**config.mk**
```make
export PLATFORM = sky130hd
export DESIGN_NAME = x86_instruction_length_decoder_flat
export DESIGN_NICKNAME = d
export VERILOG_FILES = /design/src/hw/rtl/xild_pkg.sv /design/src/hw/rtl/xild_in_if.sv /design/src/hw/rtl/xild_out_if.sv /design/src/hw/rtl/xild_opdec.sv /design/src/hw/rtl/x86_instruction_length_decoder.sv /design/src/flat_wrapper.sv
export VERILOG_INCLUDE_DIRS = /design/src /design/src/hw/rtl
export SDC_FILE = /design/constraint.sdc
export NUM_CORES = 1
export LEC_CHECK = 0
export ABC_AREA = 0
export BUFFER_PORTS_ARGS = -buffer_cell sky130_fd_sc_hd__buf_2
export CORE_ASPECT_RATIO = 0.7
export CORE_UTILIZATION = 35
export DETAILED_ROUTE_END_ITERATION = 16
export GPL_ROUTABILITY_DRIVEN = 0
export PLACE_DENSITY = 0.52
export SYNTH_ARGS = -nofsm -noshare
export SYNTH_HDL_FRONTEND = slang
export SYNTH_SLANG_ARGS = --single-unit
```
**constraint.sdc**
```tcl
create_clock -name clk -period 8.35 [get_ports clk]
set_input_delay 1.67 -clock clk [delete_from_list [all_inputs] [get_ports clk]]
set_output_delay 1.67 -clock clk [all_outputs]
set_load 0.03 [all_outputs]
```
**src/hw/rtl/assert_macros.svh**
```systemverilog
// Concurrent assertion macros for the RTL files.
`ifndef ASSERT_MACROS_SVH
`define ASSERT_MACROS_SVH
`ifndef SYNTHESIS
// General property, checked while out of reset.
`define XILD_ASSERT(lbl, ck, rn, prop, msg) \
    lbl: assert property (@(posedge ck) disable iff (!rn) prop) else $error(msg);
// Same-cycle implication, checked while out of reset.
`define XILD_ASSERT_IMP(lbl, ck, rn, ante, cons, msg) \
    lbl: assert property (@(posedge ck) disable iff (!rn) (ante) |-> (cons)) else $error(msg);
`else
`define XILD_ASSERT(lbl, ck, rn, prop, msg)
`define XILD_ASSERT_IMP(lbl, ck, rn, ante, cons, msg)
`endif
`endif

```
**src/hw/rtl/xild_pkg.sv**
```systemverilog
// Types, opcode constants and opcode tables for the instruction length decoder.
`default_nettype none
package xild_pkg;

    localparam int WORD_W     = 64;
    localparam int WIN_IN_W   = 2 * WORD_W;
    localparam int LEN_W      = 6;
    localparam int OUT_LEN_W  = 5;
    localparam int PICK_BYTES = 5;

    localparam logic [7:0] OP_ESC      = 8'h0F;
    localparam logic [7:0] OP_ESC_38   = 8'h38;
    localparam logic [7:0] OP_ESC_3A   = 8'h3A;
    localparam logic [7:0] PFX_OPSZ    = 8'h66;
    localparam logic [7:0] PFX_ADSZ    = 8'h67;
    localparam logic [7:0] OP_ENTER    = 8'hC8;
    localparam logic [7:0] OP_JMPF     = 8'hEA;
    localparam logic [7:0] OP_CALLF    = 8'h9A;
    localparam logic [7:0] OP_GRP3_B   = 8'hF6;
    localparam logic [7:0] OP_GRP3_V   = 8'hF7;
    localparam logic [7:0] OP_RETN_IMM = 8'hC2;
    localparam logic [7:0] OP_RETF_IMM = 8'hCA;
    localparam logic [3:0] REX_NIB     = 4'h4;

    typedef logic [7:0] byte_t;

    typedef struct packed {
        logic [1:0] op_len;     // opcode bytes, 1 to 3
        logic       has_modrm;
        logic [3:0] imm;        // immediate bytes
    } opdec_t;

    function automatic byte_t byte_at(input logic [WIN_IN_W-1:0] w, input logic [4:0] idx);
        byte_t b;
        b = 8'h00;
        if (!idx[4])
        begin
            b = w[{idx[3:0], 3'b000} +: 8];
        end
        return b;
    endfunction

    function automatic logic is_legacy(input byte_t b);
        logic hit;
        case (b)
            8'hF0, 8'hF2, 8'hF3, 8'h2E, 8'h36, 8'h3E, 8'h26, 8'h64, 8'h65,
            PFX_OPSZ, PFX_ADSZ: hit = 1'b1;
            default: hit = 1'b0;
        endcase
        return hit;
    endfunction

    function automatic logic one_modrm(input byte_t b);
        logic hit;
        case (b)
            8'h62, 8'h63, 8'h69, 8'h6B, 8'hC0, 8'hC1, 8'hC4, 8'hC5, 8'hC6,
            8'hC7, 8'hD0, 8'hD1, 8'hD2, 8'hD3, OP_GRP3_B, OP_GRP3_V, 8'hFE,
            8'hFF: hit = 1'b1;
            default: hit = 1'b0;
        endcase
        return hit;
    endfunction

    function automatic logic one_imm8(input byte_t b);
        logic hit;
        case (b)
            8'h6A, 8'h6B, 8'h80, 8'h82, 8'h83, 8'hA8, 8'hC0, 8'hC1, 8'hC6,
            8'hCD, 8'hD4, 8'hD5, 8'hEB: hit = 1'b1;
            default: hit = 1'b0;
        endcase
        return hit;
    endfunction

    function automatic logic one_imm32(input byte_t b);
        logic hit;
        case (b)
            8'h68, 8'h69, 8'h81, 8'hA9, 8'hC7, 8'hE8, 8'hE9: hit = 1'b1;
            default: hit = 1'b0;
        endcase
        return hit;
    endfunction

    function automatic logic two_modrm(input byte_t b);
        logic hit;
        case (b)
            8'h0D, 8'hA3, 8'hA4, 8'hA5, 8'hAB, 8'hAC, 8'hAD, 8'hAE,
            8'hAF: hit = 1'b1;
            default: hit = 1'b0;
        endcase
        return hit;
    endfunction

endpackage
`default_nettype wire

```
**src/hw/rtl/xild_in_if.sv**
```systemverilog
// Window channel: one instruction window per beat.
`default_nettype none
interface xild_in_if;
    logic                       valid;
    logic                       ready;
    logic [xild_pkg::WORD_W-1:0] window_low;
    logic [xild_pkg::WORD_W-1:0] window_high;

    modport source (output valid, output window_low, output window_high, input ready);
    modport sink   (input valid, input window_low, input window_high, output ready);
endinterface
`default_nettype wire

```
**src/hw/rtl/xild_out_if.sv**
```systemverilog
// Result channel: one decoded length per beat.
`default_nettype none
interface xild_out_if;
    logic                           valid;
    logic                           ready;
    logic [xild_pkg::OUT_LEN_W-1:0] length;
    logic                           beyond_window;

    modport source (output valid, output length, output beyond_window, input ready);
    modport sink   (input valid, input length, input beyond_window, output ready);
endinterface
`default_nettype wire

```
**src/hw/rtl/xild_opdec.sv**
```systemverilog
// Opcode classifier: opcode length, immediate size and ModR/M presence.
`default_nettype none
module xild_opdec (
    input  wire xild_pkg::byte_t  op0,
    input  wire xild_pkg::byte_t  op1,
    input  wire logic             opsz,
    input  wire logic             adsz,
    input  wire logic             rexw,
    output xild_pkg::opdec_t      dec
);

    logic [3:0] r0;
    logic [3:0] k0;
    logic [3:0] r1;
    logic [3:0] k1;
    logic [3:0] full_imm;

    assign r0 = op0[7:4];
    assign k0 = op0[3:0];
    assign r1 = op1[7:4];
    assign k1 = op1[3:0];
    assign full_imm = rexw ? 4'd8 : (opsz ? 4'd2 : 4'd4);

    always_comb
    begin
        dec = '0;
        if (op0 == xild_pkg::OP_ESC)
        begin
            if (op1 == xild_pkg::OP_ESC_38 || op1 == xild_pkg::OP_ESC_3A)
            begin
                dec.op_len    = 2'd3;
                dec.has_modrm = 1'b1;
                dec.imm       = (op1 == xild_pkg::OP_ESC_3A) ? 4'd1 : 4'd0;
            end
            else
            begin
                dec.op_len = 2'd2;
                if (r1 == 4'h8)
                begin
                    dec.imm = 4'd4;
                end
                else if ((r1 == 4'h7 && k1 < 4'h4) || op1 == 8'hA4 || op1 == 8'hC2 ||
                         (op1 > 8'hC3 && op1 <= 8'hC6) || op1 == 8'hBA || op1 == 8'hAC)
                begin
                    dec.imm = 4'd1;
                end
                dec.has_modrm = xild_pkg::two_modrm(op1) ||
                                (r1 != 4'h3 && r1 > 4'h0 && r1 < 4'h7) ||
                                op1 >= 8'hD0 || (r1 == 4'h7 && k1 != 4'h7) ||
                                r1 == 4'h9 || r1 == 4'hB ||
                                (r1 == 4'hC && k1 < 4'h8) || (r1 == 4'h0 && k1 < 4'h4);
            end
        end
        else
        begin
            dec.op_len = 2'd1;
            // group 3 takes an immediate only for TEST (reg field 0 or 1)
            if ((r0 == 4'hE && k0 < 4'h8) || (r0 == 4'hB && k0 < 4'h8) || r0 == 4'h7 ||
                (r0 < 4'h4 && (k0 == 4'h4 || k0 == 4'hC)) ||
                (op0 == xild_pkg::OP_GRP3_B && op1[5:4] == 2'b00) ||
                xild_pkg::one_imm8(op0))
            begin
                dec.imm = 4'd1;
            end
            else if (op0 == xild_pkg::OP_RETN_IMM || op0 == xild_pkg::OP_RETF_IMM)
            begin
                dec.imm = 4'd2;
            end
            else if (op0 == xild_pkg::OP_ENTER)
            begin
                dec.imm = 4'd3;
            end
            else if ((r0 < 4'h4 && (k0 == 4'h5 || k0 == 4'hD)) ||
                     (r0 == 4'hB && k0 >= 4'h8) ||
                     (op0 == xild_pkg::OP_GRP3_V && op1[5:4] == 2'b00) ||
                     xild_pkg::one_imm32(op0))
            begin
                dec.imm = full_imm;
            end
            else if (r0 == 4'hA && k0 < 4'h4)
            begin
                dec.imm = rexw ? 4'd8 : (adsz ? 4'd2 : 4'd4);
            end
            else if (op0 == xild_pkg::OP_JMPF || op0 == xild_pkg::OP_CALLF)
            begin
                dec.imm = opsz ? 4'd4 : 4'd6;
            end
            dec.has_modrm = xild_pkg::one_modrm(op0) ||
                            (r0 < 4'h4 && (k0 < 4'h4 || (k0 >= 4'h8 && k0 < 4'hC))) ||
                            r0 == 4'h8 || (r0 == 4'hD && k0 >= 4'h8);
        end
    end

endmodule
`default_nettype wire

```
**src/hw/rtl/x86_instruction_length_decoder.sv**
```systemverilog
// x86 instruction length decoder: top level with four-stage pipeline.
//
// Usage: each beat on the window channel carries 16 instruction bytes, byte 0
// in window_low[7:0]. The decoder returns one beat on the result channel per
// window: the length of the instruction starting at byte 0, or length 0 with
// beyond_window set when the instruction runs past WINDOW_BYTES bytes.
// cfg_we/cfg_wdata write long_mode (1 = bytes 40-4F are REX prefixes); write
// it only while no window is in flight.
// Stages: prefix classification, prefix scan and opcode byte pick, opcode
// decode, ModR/M/SIB/displacement sizing into the output register.
// A window beat passes the stage 1 to 4 registers to result valid; throughput
// is one window per cycle while result.ready is high, with no shared unit.
// Reset empties the pipeline and sets long_mode to 1.
// When the result receiver stalls, each stage holds its beat and ready is
// dropped back stage by stage; nothing is lost or repeated.
`default_nettype none
`include "assert_macros.svh"
module x86_instruction_length_decoder #(
    parameter int WINDOW_BYTES = 16,
    parameter int MAX_PREFIXES = 14
) (
    input  wire logic        clk,
    input  wire logic        rst_n,
    input  wire logic        cfg_we,
    input  wire logic        cfg_wdata,
    xild_in_if.sink          window,
    xild_out_if.source       result
);

    localparam int P_W   = $clog2(MAX_PREFIXES + 1);
    localparam int LEN_W = xild_pkg::LEN_W;
    localparam int WIN_W = xild_pkg::WIN_IN_W;

    logic long_mode_reg;

    // handshake
    logic adv1;
    logic adv2;
    logic adv3;
    logic adv4;

    // stage 1
    logic                    s1_valid_reg;
    logic [WIN_W-1:0]        s1_win_reg;
    logic [MAX_PREFIXES-1:0] s1_pfx_reg;
    logic [MAX_PREFIXES-1:0] s1_opsz_reg;
    logic [MAX_PREFIXES-1:0] s1_adsz_reg;
    logic [MAX_PREFIXES-1:0] s1_rexw_reg;
    logic [MAX_PREFIXES-1:0] s1_pfx_next;
    logic [MAX_PREFIXES-1:0] s1_opsz_next;
    logic [MAX_PREFIXES-1:0] s1_adsz_next;
    logic [MAX_PREFIXES-1:0] s1_rexw_next;

    // stage 2
    logic             s2_valid_reg;
    logic [P_W-1:0]   s2_p_reg;
    logic             s2_opsz_reg;
    logic             s2_adsz_reg;
    logic             s2_rexw_reg;
    xild_pkg::byte_t  s2_b_reg [xild_pkg::PICK_BYTES];
    logic [P_W-1:0]   s2_p_next;
    logic             s2_opsz_next;
    logic             s2_adsz_next;
    logic             s2_rexw_next;
    xild_pkg::byte_t  s2_b_next [xild_pkg::PICK_BYTES];

    // stage 3
    logic              s3_valid_reg;
    xild_pkg::byte_t   s3_m_reg;
    xild_pkg::byte_t   s3_sib_reg;
    logic              s3_adsz_reg;
    logic              s3_modrm_reg;
    logic [3:0]        s3_imm_reg;
    logic [LEN_W-1:0]  s3_base_reg;
    xild_pkg::opdec_t  dec;
    xild_pkg::byte_t   s3_m_next;
    xild_pkg::byte_t   s3_sib_next;
    logic [LEN_W-1:0]  s3_base_next;

    // stage 4
    logic                           s4_valid_reg;
    logic [xild_pkg::OUT_LEN_W-1:0] s4_len_reg;
    logic                           s4_beyond_reg;
    logic [xild_pkg::OUT_LEN_W-1:0] s4_len_next;
    logic                           s4_beyond_next;
    logic [LEN_W-1:0]               full_len;
    logic [3:0]                     extra;

    assign adv4 = !s4_valid_reg || result.ready;
    assign adv3 = !s3_valid_reg || adv4;
    assign adv2 = !s2_valid_reg || adv3;
    assign adv1 = !s1_valid_reg || adv2;

    assign window.ready        = adv1;
    assign result.valid        = s4_valid_reg;
    assign result.length       = s4_len_reg;
    assign result.beyond_window = s4_beyond_reg;

    // control registers
    always_ff @(posedge clk or negedge rst_n)
    begin
        if (!rst_n)
        begin
            long_mode_reg <= 1'b1;
            s1_valid_reg  <= 1'b0;
            s2_valid_reg  <= 1'b0;
            s3_valid_reg  <= 1'b0;
            s4_valid_reg  <= 1'b0;
        end
        else
        begin
            if (cfg_we)
            begin
                long_mode_reg <= cfg_wdata;
            end
            if (adv1)
            begin
                s1_valid_reg <= window.valid;
            end
            if (adv2)
            begin
                s2_valid_reg <= s1_valid_reg;
            end
            if (adv3)
            begin
                s3_valid_reg <= s2_valid_reg;
            end
            if (adv4)
            begin
                s4_valid_reg <= s3_valid_reg;
            end
        end
    end

    // stage 1: per-byte prefix classification
    always_comb
    begin
        xild_pkg::byte_t b;
        b = 8'h00;
        for (int i = 0; i < MAX_PREFIXES; i++)
        begin
            b = xild_pkg::byte_at({window.window_high, window.window_low}, 5'(i));
            s1_pfx_next[i]  = xild_pkg::is_legacy(b) ||
                              (long_mode_reg && b[7:4] == xild_pkg::REX_NIB);
            s1_opsz_next[i] = (b == xild_pkg::PFX_OPSZ);
            s1_adsz_next[i] = (b == xild_pkg::PFX_ADSZ);
            s1_rexw_next[i] = long_mode_reg && b[7:4] == xild_pkg::REX_NIB && b[3];
        end
    end

    always_ff @(posedge clk)
    begin
        if (adv1)
        begin
            s1_win_reg  <= {window.window_high, window.window_low};
            s1_pfx_reg  <= s1_pfx_next;
            s1_opsz_reg <= s1_opsz_next;
            s1_adsz_reg <= s1_adsz_next;
            s1_rexw_reg <= s1_rexw_next;
        end
    end

    // stage 2: prefix run length, flags from consumed prefixes, opcode bytes
    always_comb
    begin
        logic run;
        run          = 1'b1;
        s2_p_next    = P_W'(MAX_PREFIXES);
        s2_opsz_next = 1'b0;
        s2_adsz_next = 1'b0;
        s2_rexw_next = 1'b0;
        for (int i = MAX_PREFIXES - 1; i >= 0; i--)
        begin
            if (!s1_pfx_reg[i])
            begin
                s2_p_next = P_W'(i);
            end
        end
        for (int i = 0; i < MAX_PREFIXES; i++)
        begin
            run          = run & s1_pfx_reg[i];
            s2_opsz_next = s2_opsz_next | (run & s1_opsz_reg[i]);
            s2_adsz_next = s2_adsz_next | (run & s1_adsz_reg[i]);
            s2_rexw_next = s2_rexw_next | (run & s1_rexw_reg[i]);
        end
        for (int k = 0; k < xild_pkg::PICK_BYTES; k++)
        begin
            s2_b_next[k] = xild_pkg::byte_at(s1_win_reg, 5'(s2_p_next) + 5'(k));
        end
    end

    always_ff @(posedge clk)
    begin
        if (adv2)
        begin
            s2_p_reg    <= s2_p_next;
            s2_opsz_reg <= s2_opsz_next;
            s2_adsz_reg <= s2_adsz_next;
            s2_rexw_reg <= s2_rexw_next;
            for (int k = 0; k < xild_pkg::PICK_BYTES; k++)
            begin
                s2_b_reg[k] <= s2_b_next[k];
            end
        end
    end

    // stage 3: opcode decode, pick ModR/M and SIB candidates
    xild_opdec u_opdec (
        .op0  (s2_b_reg[0]),
        .op1  (s2_b_reg[1]),
        .opsz (s2_opsz_reg),
        .adsz (s2_adsz_reg),
        .rexw (s2_rexw_reg),
        .dec  (dec)
    );

    always_comb
    begin
        case (dec.op_len)
            2'd1:
            begin
                s3_m_next   = s2_b_reg[1];
                s3_sib_next = s2_b_reg[2];
            end
            2'd2:
            begin
                s3_m_next   = s2_b_reg[2];
                s3_sib_next = s2_b_reg[3];
            end
            default:
            begin
                s3_m_next   = s2_b_reg[3];
                s3_sib_next = s2_b_reg[4];
            end
        endcase
        // last opcode byte
        s3_base_next = LEN_W'(s2_p_reg) + LEN_W'(dec.op_len) - LEN_W'(1);
    end

    always_ff @(posedge clk)
    begin
        if (adv3)
        begin
            s3_m_reg     <= s3_m_next;
            s3_sib_reg   <= s3_sib_next;
            s3_adsz_reg  <= s2_adsz_reg;
            s3_modrm_reg <= dec.has_modrm;
            s3_imm_reg   <= dec.imm;
            s3_base_reg  <= s3_base_next;
        end
    end

    // stage 4: ModR/M, SIB and displacement bytes, final length
    always_comb
    begin
        logic [1:0] md;
        logic [2:0] rm;
        logic       sib_f;
        md    = s3_m_reg[7:6];
        rm    = s3_m_reg[2:0];
        sib_f = 1'b0;
        extra = 4'd0;
        if (s3_modrm_reg)
        begin
            extra = 4'd1;
            if (!s3_adsz_reg || md != 2'b00)
            begin
                sib_f = (md != 2'b11) && (rm == 3'd4) && !s3_adsz_reg;
                extra = extra + 4'(sib_f);
                if (md == 2'b01)
                begin
                    extra = extra + 4'd1;
                end
                else if ((md == 2'b00 && rm == 3'd5) || md == 2'b10)
                begin
                    extra = extra + (s3_adsz_reg ? 4'd2 : 4'd4);
                end
                else if (sib_f && s3_sib_reg[2:0] == 3'd5)
                begin
                    extra = extra + (s3_m_reg[6] ? 4'd1 : 4'd4);
                end
            end
            else if (rm == 3'd6)
            begin
                // 16-bit direct address
                extra = extra + 4'd2;
            end
        end
        full_len = s3_base_reg + LEN_W'(1) + LEN_W'(extra) + LEN_W'(s3_imm_reg);
        s4_beyond_next = (full_len > LEN_W'(WINDOW_BYTES));
        s4_len_next    = s4_beyond_next ? '0 : full_len[xild_pkg::OUT_LEN_W-1:0];
    end

    always_ff @(posedge clk)
    begin
        if (adv4)
        begin
            s4_len_reg    <= s4_len_next;
            s4_beyond_reg <= s4_beyond_next;
        end
    end

    `XILD_ASSERT(a_pfx_bound, clk, rst_n, s2_valid_reg |-> (s2_p_reg <= P_W'(MAX_PREFIXES)), "prefix run past limit")
    `XILD_ASSERT(a_s2_hold, clk, rst_n, s2_valid_reg && !adv3 |=> s2_valid_reg && $stable(s2_p_reg), "stalled stage 2 beat changed")
    `XILD_ASSERT_IMP(a_beyond_zero, clk, rst_n, s4_valid_reg && s4_beyond_reg, s4_len_reg == '0, "overrun with nonzero length")
    `XILD_ASSERT_IMP(a_len_nonzero, clk, rst_n, s4_valid_reg && !s4_beyond_reg, s4_len_reg != '0, "zero length without overrun")

endmodule
`default_nettype wire

```
**src/flat_wrapper.sv**
```systemverilog
// flat-port wrapper written by rule: the top's interface ports become plain ports
module x86_instruction_length_decoder_flat 
#(
    parameter int WINDOW_BYTES = 16,
    parameter int MAX_PREFIXES = 14
)
  (clk, rst_n, cfg_we, cfg_wdata, window_valid, window_window_low, window_window_high, window_ready, result_valid, result_length, result_beyond_window, result_ready);
  xild_in_if window_i ();
  xild_out_if result_i ();
  input  wire logic clk;
  input  wire logic rst_n;
  input  wire logic cfg_we;
  input  wire logic cfg_wdata;
  input wire logic [$bits(window_i.valid)-1:0] window_valid;
  input wire logic [$bits(window_i.window_low)-1:0] window_window_low;
  input wire logic [$bits(window_i.window_high)-1:0] window_window_high;
  output wire logic [$bits(window_i.ready)-1:0] window_ready;
  output wire logic [$bits(result_i.valid)-1:0] result_valid;
  output wire logic [$bits(result_i.length)-1:0] result_length;
  output wire logic [$bits(result_i.beyond_window)-1:0] result_beyond_window;
  input wire logic [$bits(result_i.ready)-1:0] result_ready;
  assign window_i.valid = window_valid;
  assign window_i.window_low = window_window_low;
  assign window_i.window_high = window_window_high;
  assign window_ready = window_i.ready;
  assign result_valid = result_i.valid;
  assign result_length = result_i.length;
  assign result_beyond_window = result_i.beyond_window;
  assign result_i.ready = result_ready;
  x86_instruction_length_decoder #(.WINDOW_BYTES(WINDOW_BYTES), .MAX_PREFIXES(MAX_PREFIXES)) u_core (.clk(clk), .rst_n(rst_n), .cfg_we(cfg_we), .cfg_wdata(cfg_wdata), .window(window_i), .result(result_i));
endmodule
```
==> results.json, run 1 <==
{
  "setup_viol": 0,
  "post_cts_buffers": 0,
  "ys_seq_area_share_pct": 50.3,
  "clock_skew_ns": 0.0358,
  "multi_input_area_um2": 6940,
  "r2r_slack_ns": 3.22,
  "hp-class": "flip-flop to flip-flop",
  "grt_pass1_vias": 11625,
  "r2r-end": "u_core.s2_b_reg[0][13]",
  "core_area_um2": 41600,
  "postCtsHoldBufs": 0,
  "critPathMaxFanout": 37,
  "p_per_area_nw_per_um2": 225,
  "synth_cells": 1457,
  "pwr-share-clk_pct": 31.1,
  "wire_per_inst_um": 24.1,
  "ys_warn_count": 0,
  "ys_ff_latch": 251,
  "rsz0062_at_grt": "false",
  "regArea_um2": 7510,
  "cts_made_buffers": 26,
  "yosysTopAreaCellShare_pct": 49.4,
  "dpl.hpwl_mm": 38.5,
  "areaGrowthSynthToFinish_pct": 13.7,
  "min_period_over_period_pct": 61.4,
  "ys_dominant_reg_cell": "edfxtp_1",
  "hold_viol": 0,
  "grt_pass1_wl_mm": 75.2,
  "rr_startpoint": "u_core.s1_pfx_reg[11]",
  "leakage_uw": 0.00669,
  "seqPwrFrac_pct": 46.6,
  "vias_per_cell": 5.90,
  "wl_met3_mm": 5.62,
  "netlist_area_um2": 14900,
  "critPathLaunchType": "flip-flop",
  "drc": 0,
  "io_pins": 142,
  "path_clk_slew_ns": 0.06,
  "vias": 12547,
  "p_sw_uw": 1240,
  "slew_headroom_pct": 19.9,
  "ctsResizeCount": 0,
  "finalSetupTns_ns": 0,
  "wl_met1_mm": 24.7,
  "syn_area_per_cell_um2": 10.3,
  "final_max_slew_viol_count": 0,
  "cts.sinks": 251,
  "insertion_delay_ns": 0.58,
  "critPathRequiredTime_ns": 8.62,
  "worstPathArrival_ns": 5.40,
  "drive_gt1_share_pct": 14.3,
  "largest_reg_flops": 128,
  "grtUsageTotal_pct": 23.2,
  "final_common_cell": "edfxtp_1",
  "layout.nets": 1722,
  "n_antenna_cell": 0,
  "peakVddDrop_v": 0.000128,
  "antenna_left": 0,
  "grt_max_degree": 187,
  "grt_remaining_overflow": 0,
  "p_int_uw": 2580,
  "synth_top_area_cell": "edfxtp_1",
  "syn-num-nets": 1613,
  "synth.area.top_cells": "edfxtp_1, mux2i_1, nand2_1, nand3_1, a21oi_1",
  "switching_share_pct": 32.4,
  "drt-total-wl_mm": 51.2,
  "maxCapViolCount": 0,
  "die_y_um": 175,
  "hold_start": "u_core.s1_valid_reg",
  "tritoncts": "done",
  "drt_iter0_drc": 1535,
  "cts_max_path_buffers": 3,
  "synth_cell_types": 73,
  "initial_utilization_pct": 35.9,
  "crit_path_end": "u_core.s2_b_reg[0][13]",
  "setup.worst_path.class": "flip-flop to flip-flop",
  "crit_start": "u_core.s1_pfx_reg[11]",
  "fmax_mhz": 195,
  "cts_root_buffer": "clkbuf_16",
  "io_buffers": 141,
  "die_w_um": 249,
  "dr.pass1.iters": 6,
  "dieArea_um2": 43500,
  "utilization_pct": 40.9,
  "final_cell_mix": "edfxtp_1, nand2_1, buf_2",
  "status": "finished clean",
  "nFillCells": 4046,
  "antenna_found_initial": 1,
  "wl_met2_mm": 19.8,
  "power_frac_comb_pct": 22.3,
  "crit_path_end_kind": "flip-flop",
  "synth-edff-count": 246,
  "period_needed_ns": 5.13,
  "std_cell_rows": 62,
  "cts.htree.levels": 1,
  "top_layer": "met4",
  "tightest_slew_ns": 1.20,
  "async_flop_share_pct": 1.99,
  "worstRegToRegCells": 12
}
[through the flow]
| step | hold slack (ns) | instance area, um^2 | std cells | setup slack, ns | power (uW) |
|---|---|---|---|---|---|
| after floorplan | 0.435 | 15000 | 1457 | -1.12 | 2310 |
| after global placement | 0.460 | 16100 | 2082 | 3.53 | 2630 |
| after detailed placement | 0.469 | 16100 | 2082 | 3.38 | 2630 |
| after CTS | 0.485 | 17000 | 2128 | 3.38 | 3830 |
| after global routing | 0.503 | 17000 | 2128 | 2.97 | 3980 |
| final | 0.480 | 17000 | 2128 | 3.22 | 3820 |
[kinds of logic after synthesis]
logic type,after synthesis,synth area share (%)
flip-flops,251,50.3
AO/OA/AOI/OAI,332,14.9
buffers and inverters,123,3.45
multiplexers,137,9.87
XOR/XNOR,17,1.17
AND/OR/NAND/NOR,575,18.3
adder cells (fa/ha/maj),22,2.09
[cell usage after synthesis, types with 4 or more instances]
master,instances
a21o_1,13
mux2i_1,126
nor3_1,24
clkbuf_1,36
nor3b_1,21
o2111ai_1,9
edfxtp_1,246
xnor2_1,11
a22oi_1,10
buf_1,7
a211oi_1,7
nand2_1,227
nand2b_1,31
fa_1,5
o22ai_1,29
nor2_1,92
nand4_1,17
buf_2,25
dfrtp_1,4
or2_2,8
o21ai_0,68
a32oi_1,13
and3_1,26
a31oi_1,23
a311oi_1,6
mux4_2,8
nor2b_1,14
o21bai_1,5
a22o_1,6
xor2_1,4
ha_1,17
nand4b_1,4
nor4_1,5
inv_1,48
a21oi_1,73
nand3_1,85
o211ai_1,17
nand3b_1,11
a221oi_1,16
[final cells by class]
type / count / area share, %
multi-input combinational: 1083 / 40.9
clock buffer: 28 / 3.87
tap: 544 / 4.01
sequential: 251 / 44.2
inverter: 51 / 1.13
clock inverter: 18 / 1.16
timing repair buffer: 153 / 4.76
[metal layers]
layer  GRT usage [%]  vias up
met2            31.5      628
met1            36.0     6117
met4            4.74        0
met5               0        -
met3            6.51       62
li1                -     5740
[worst max-delay path, stage by stage (launching register included)]
cell and delay [ns]:
edfxtp_1 0.63, inv_2 0.05, o2111a_1 0.31, o311ai_4 0.26, buf_4 0.46, clkinv_2 0.53
ha_1 0.65, xnor2_4 0.56, buf_4 0.47, mux2i_1 0.26, mux2i_1 0.10, a221oi_1 0.45
a2111oi_1 0.08
[power by group through the flow]
stage,logic (uW),clock network [uW],registers (uW)
detailed placement,837,0,1790
global placement,831,0,1800
CTS,843,1210,1770
floorplan,576,0,1730
finish,851,1190,1780
global route,929,1260,1800
[worst min-delay path by stage]
stage / to / slack [ns] / depth (start not counted)
2_1_floorplan: u_core.s2_valid_reg / 0.44 / 1
3_3_place_gp: u_core.s2_valid_reg / 0.46 / 1
3_5_place_dp: u_core.s2_valid_reg / 0.47 / 1
4_1_cts: u_core.s2_valid_reg / 0.48 / 1
5_1_grt: u_core.s2_valid_reg / 0.50 / 1
6_report: u_core.s2_valid_reg / 0.48 / 1
(Power assumes the default switching activity.)
==> run 2, diff against run 1 <==
==> constraint.sdc (replaced) <==
create_clock -name clk -period 4.2 [get_ports clk]
set_input_delay 0.84 -clock clk [delete_from_list [all_inputs] [get_ports clk]]
set_output_delay 0.84 -clock clk [all_outputs]
set_load 0.03 [all_outputs]
==> results.json, run 2 (synthesized netlist as in run 1, its figures left out) <==
{
  "postCtsHoldBufs": 0,
  "drt_iter0_drc": 1617,
  "insertion_delay_ns": 0.56,
  "critical-path-slowest-cell": "buf_4",
  "crit_path_end": "u_core.s2_b_reg[0][25]",
  "grt_remaining_overflow": 0,
  "status": "finished clean",
  "grt_use_met1_pct": 37.7,
  "drt-total-wl_mm": 51.7,
  "r2r-end": "u_core.s2_b_reg[0][25]",
  "antenna_left": 0,
  "slew_headroom_pct": 21.3,
  "globalRouteMet3Util_pct": 5.94,
  "hold_viol": 0,
  "std_cell_rows": 62,
  "worstRegToRegCells": 9,
  "maxCapViolCount": 0,
  "drive_gt1_share_pct": 15.2,
  "dpl.hpwl_mm": 39.3,
  "r2r_slack_ns": 0.33,
  "critPathMaxFanout": 94,
  "hold_ws_ns": 0.0868,
  "final_max_slew_viol_count": 0,
  "leakage_uw": 0.00677,
  "grt_pass1_vias": 11779,
  "crit_start": "u_core.s1_pfx_reg[3]",
  "final_cell_mix": "edfxtp_1, nand2_1, buf_2",
  "path_clk_slew_ns": 0.06,
  "worstPathCellList": "nor2b_1 -> o21ai_1 -> o311ai_4 -> clkinv_2 -> buf_4 -> mux2i_1 -> o22ai_1 -> a311oi_1 -> a22oi_1",
  "rr_startpoint": "u_core.s1_pfx_reg[3]",
  "setup.worst_path.class": "flip-flop to flip-flop",
  "p_per_area_nw_per_um2": 436,
  "io_pins": 142,
  "die_w_um": 249,
  "worstPathArrival_ns": 4.14,
  "layout.nets": 1743,
  "hp-class": "primary input to async pin",
  "io_buffers": 141,
  "rsz0062_at_grt": "false",
  "cts_max_path_buffers": 3,
  "cts_root_buffer": "clkbuf_16",
  "peakVddDrop_v": 0.000255,
  "min_period_over_period_pct": 92.1,
  "final_common_cell": "edfxtp_1",
  "die_y_um": 175,
  "critPathLaunchType": "flip-flop",
  "grtUsageMet2_pct": 31.9,
  "slowest_delay_ns": 0.85,
  "clock_skew_ns": 0.00858,
  "period_needed_ns": 3.87,
  "initial_utilization_pct": 35.9,
  "grt_max_degree": 158,
  "fmax_mhz": 259,
  "drc": 0,
  "core_area_um2": 41600,
  "grt_pass1_wl_mm": 77.1,
  "post_cts_buffers": 0,
  "wire_per_inst_um": 24.0,
  "vias_per_cell": 5.93,
  "cts_made_buffers": 26,
  "critPathRequiredTime_ns": 4.47,
  "vias": 12735,
  "dieArea_um2": 43500,
  "antenna_found_initial": 0,
  "cts.htree.levels": 1,
  "setup_viol": 0,
  "nFillCells": 4066,
  "areaGrowthSynthToFinish_pct": 14.3,
  "tritoncts": "done",
  "ctsResizeCount": 0,
  "dr.pass1.iters": 6,
  "crit_path_end_kind": "flip-flop",
  "grt.busiest_layer": "met1",
  "total_power_uw": 7440,
  "grtUsageTotal_pct": 23.6,
  "largest_reg_flops": 128,
  "cts.sinks": 251,
  "tightest_slew_ns": 1.18
}
[run 2: cell types whose count changed in the layout (fill, tap and decap cells not counted)]
cell	before	now
bufinv_16	3	1
buf_4	11	31
clkinv_1	5	8
buf_12	1	2
clkinv_8	0	1
clkinv_16	1	0
clkinvlp_4	2	1
diode_2	0	1
inv_6	1	0
[run 2: worst min path at each step]
stage / from / to / slack [ns] / depth (start not counted)
finish: rst_n / u_core.result.valid / 0.09 / 1
global route: rst_n / u_core.result.valid / 0.07 / 1
CTS: rst_n / u_core.s1_valid_reg / 0.06 / 1
detailed placement: u_core.s1_valid_reg / u_core.s2_valid_reg / 0.45 / 1
global placement: u_core.s1_valid_reg / u_core.s2_valid_reg / 0.45 / 1
floorplan: u_core.s1_valid_reg / u_core.s2_valid_reg / 0.44 / 1
[run 2: where the power goes]
| group | switching [uW] | leakage [uW] | internal (uW) |
|---|---|---|---|
| Combinational | 1070 | 0.00370 | 659 |
| Clock | 988 | 0.000380 | 1190 |
| Sequential | 371 | 0.00269 | 3170 |
[run 2: area by class of cell]
class                           instances  area, um^2  area share [%]
Timing Repair Buffer                  174         978            5.73
Clock inverter                         17         118           0.688
Multi-Input combinational cell       1083        6940            40.6
Tap cell                              544         681            3.98
Sequential cell                       251        7510            44.0
Clock buffer                           28         658            3.85
Inverter                               51         193            1.13
Antenna cell                            1        2.50          0.0146
[run 2: routing by layer]
| layer | vias up | share of wire [%] |
|---|---|---|
| li1 | 5793 | - |
| met1 | 6258 | 49 |
| met2 | 627 | 39 |
| met3 | 57 | 11 |
| met4 | 0 | 1.4 |
| met5 | - | 0 |
[run 2: critical path, delay by kind of cell, from the launching register on]
| family | cells | cell delay (ns) |
|---|---|---|
| DFF | 1 | 0.53 |
| and+or+nand+nor | 1 | 0.20 |
| AOI/OAI and AO/OA | 5 | 1.26 |
| buffers and inverters | 2 | 0.94 |
| muxes | 1 | 0.54 |
[run 2: through the flow]
step	setup TNS, ns	worst slack (ns)	util (%)	cell area, um^2	std cells
floorplan	-823.77	-4.44	-	15000	1457
global route	0	0.137	41.1	17100	2148
CTS	0	0.444	41.1	17100	2148
detailed placement	0	0.456	39.2	16300	2103
finish	0	0.334	41.1	17100	2149
global placement	0	0.458	39.2	16300	2103
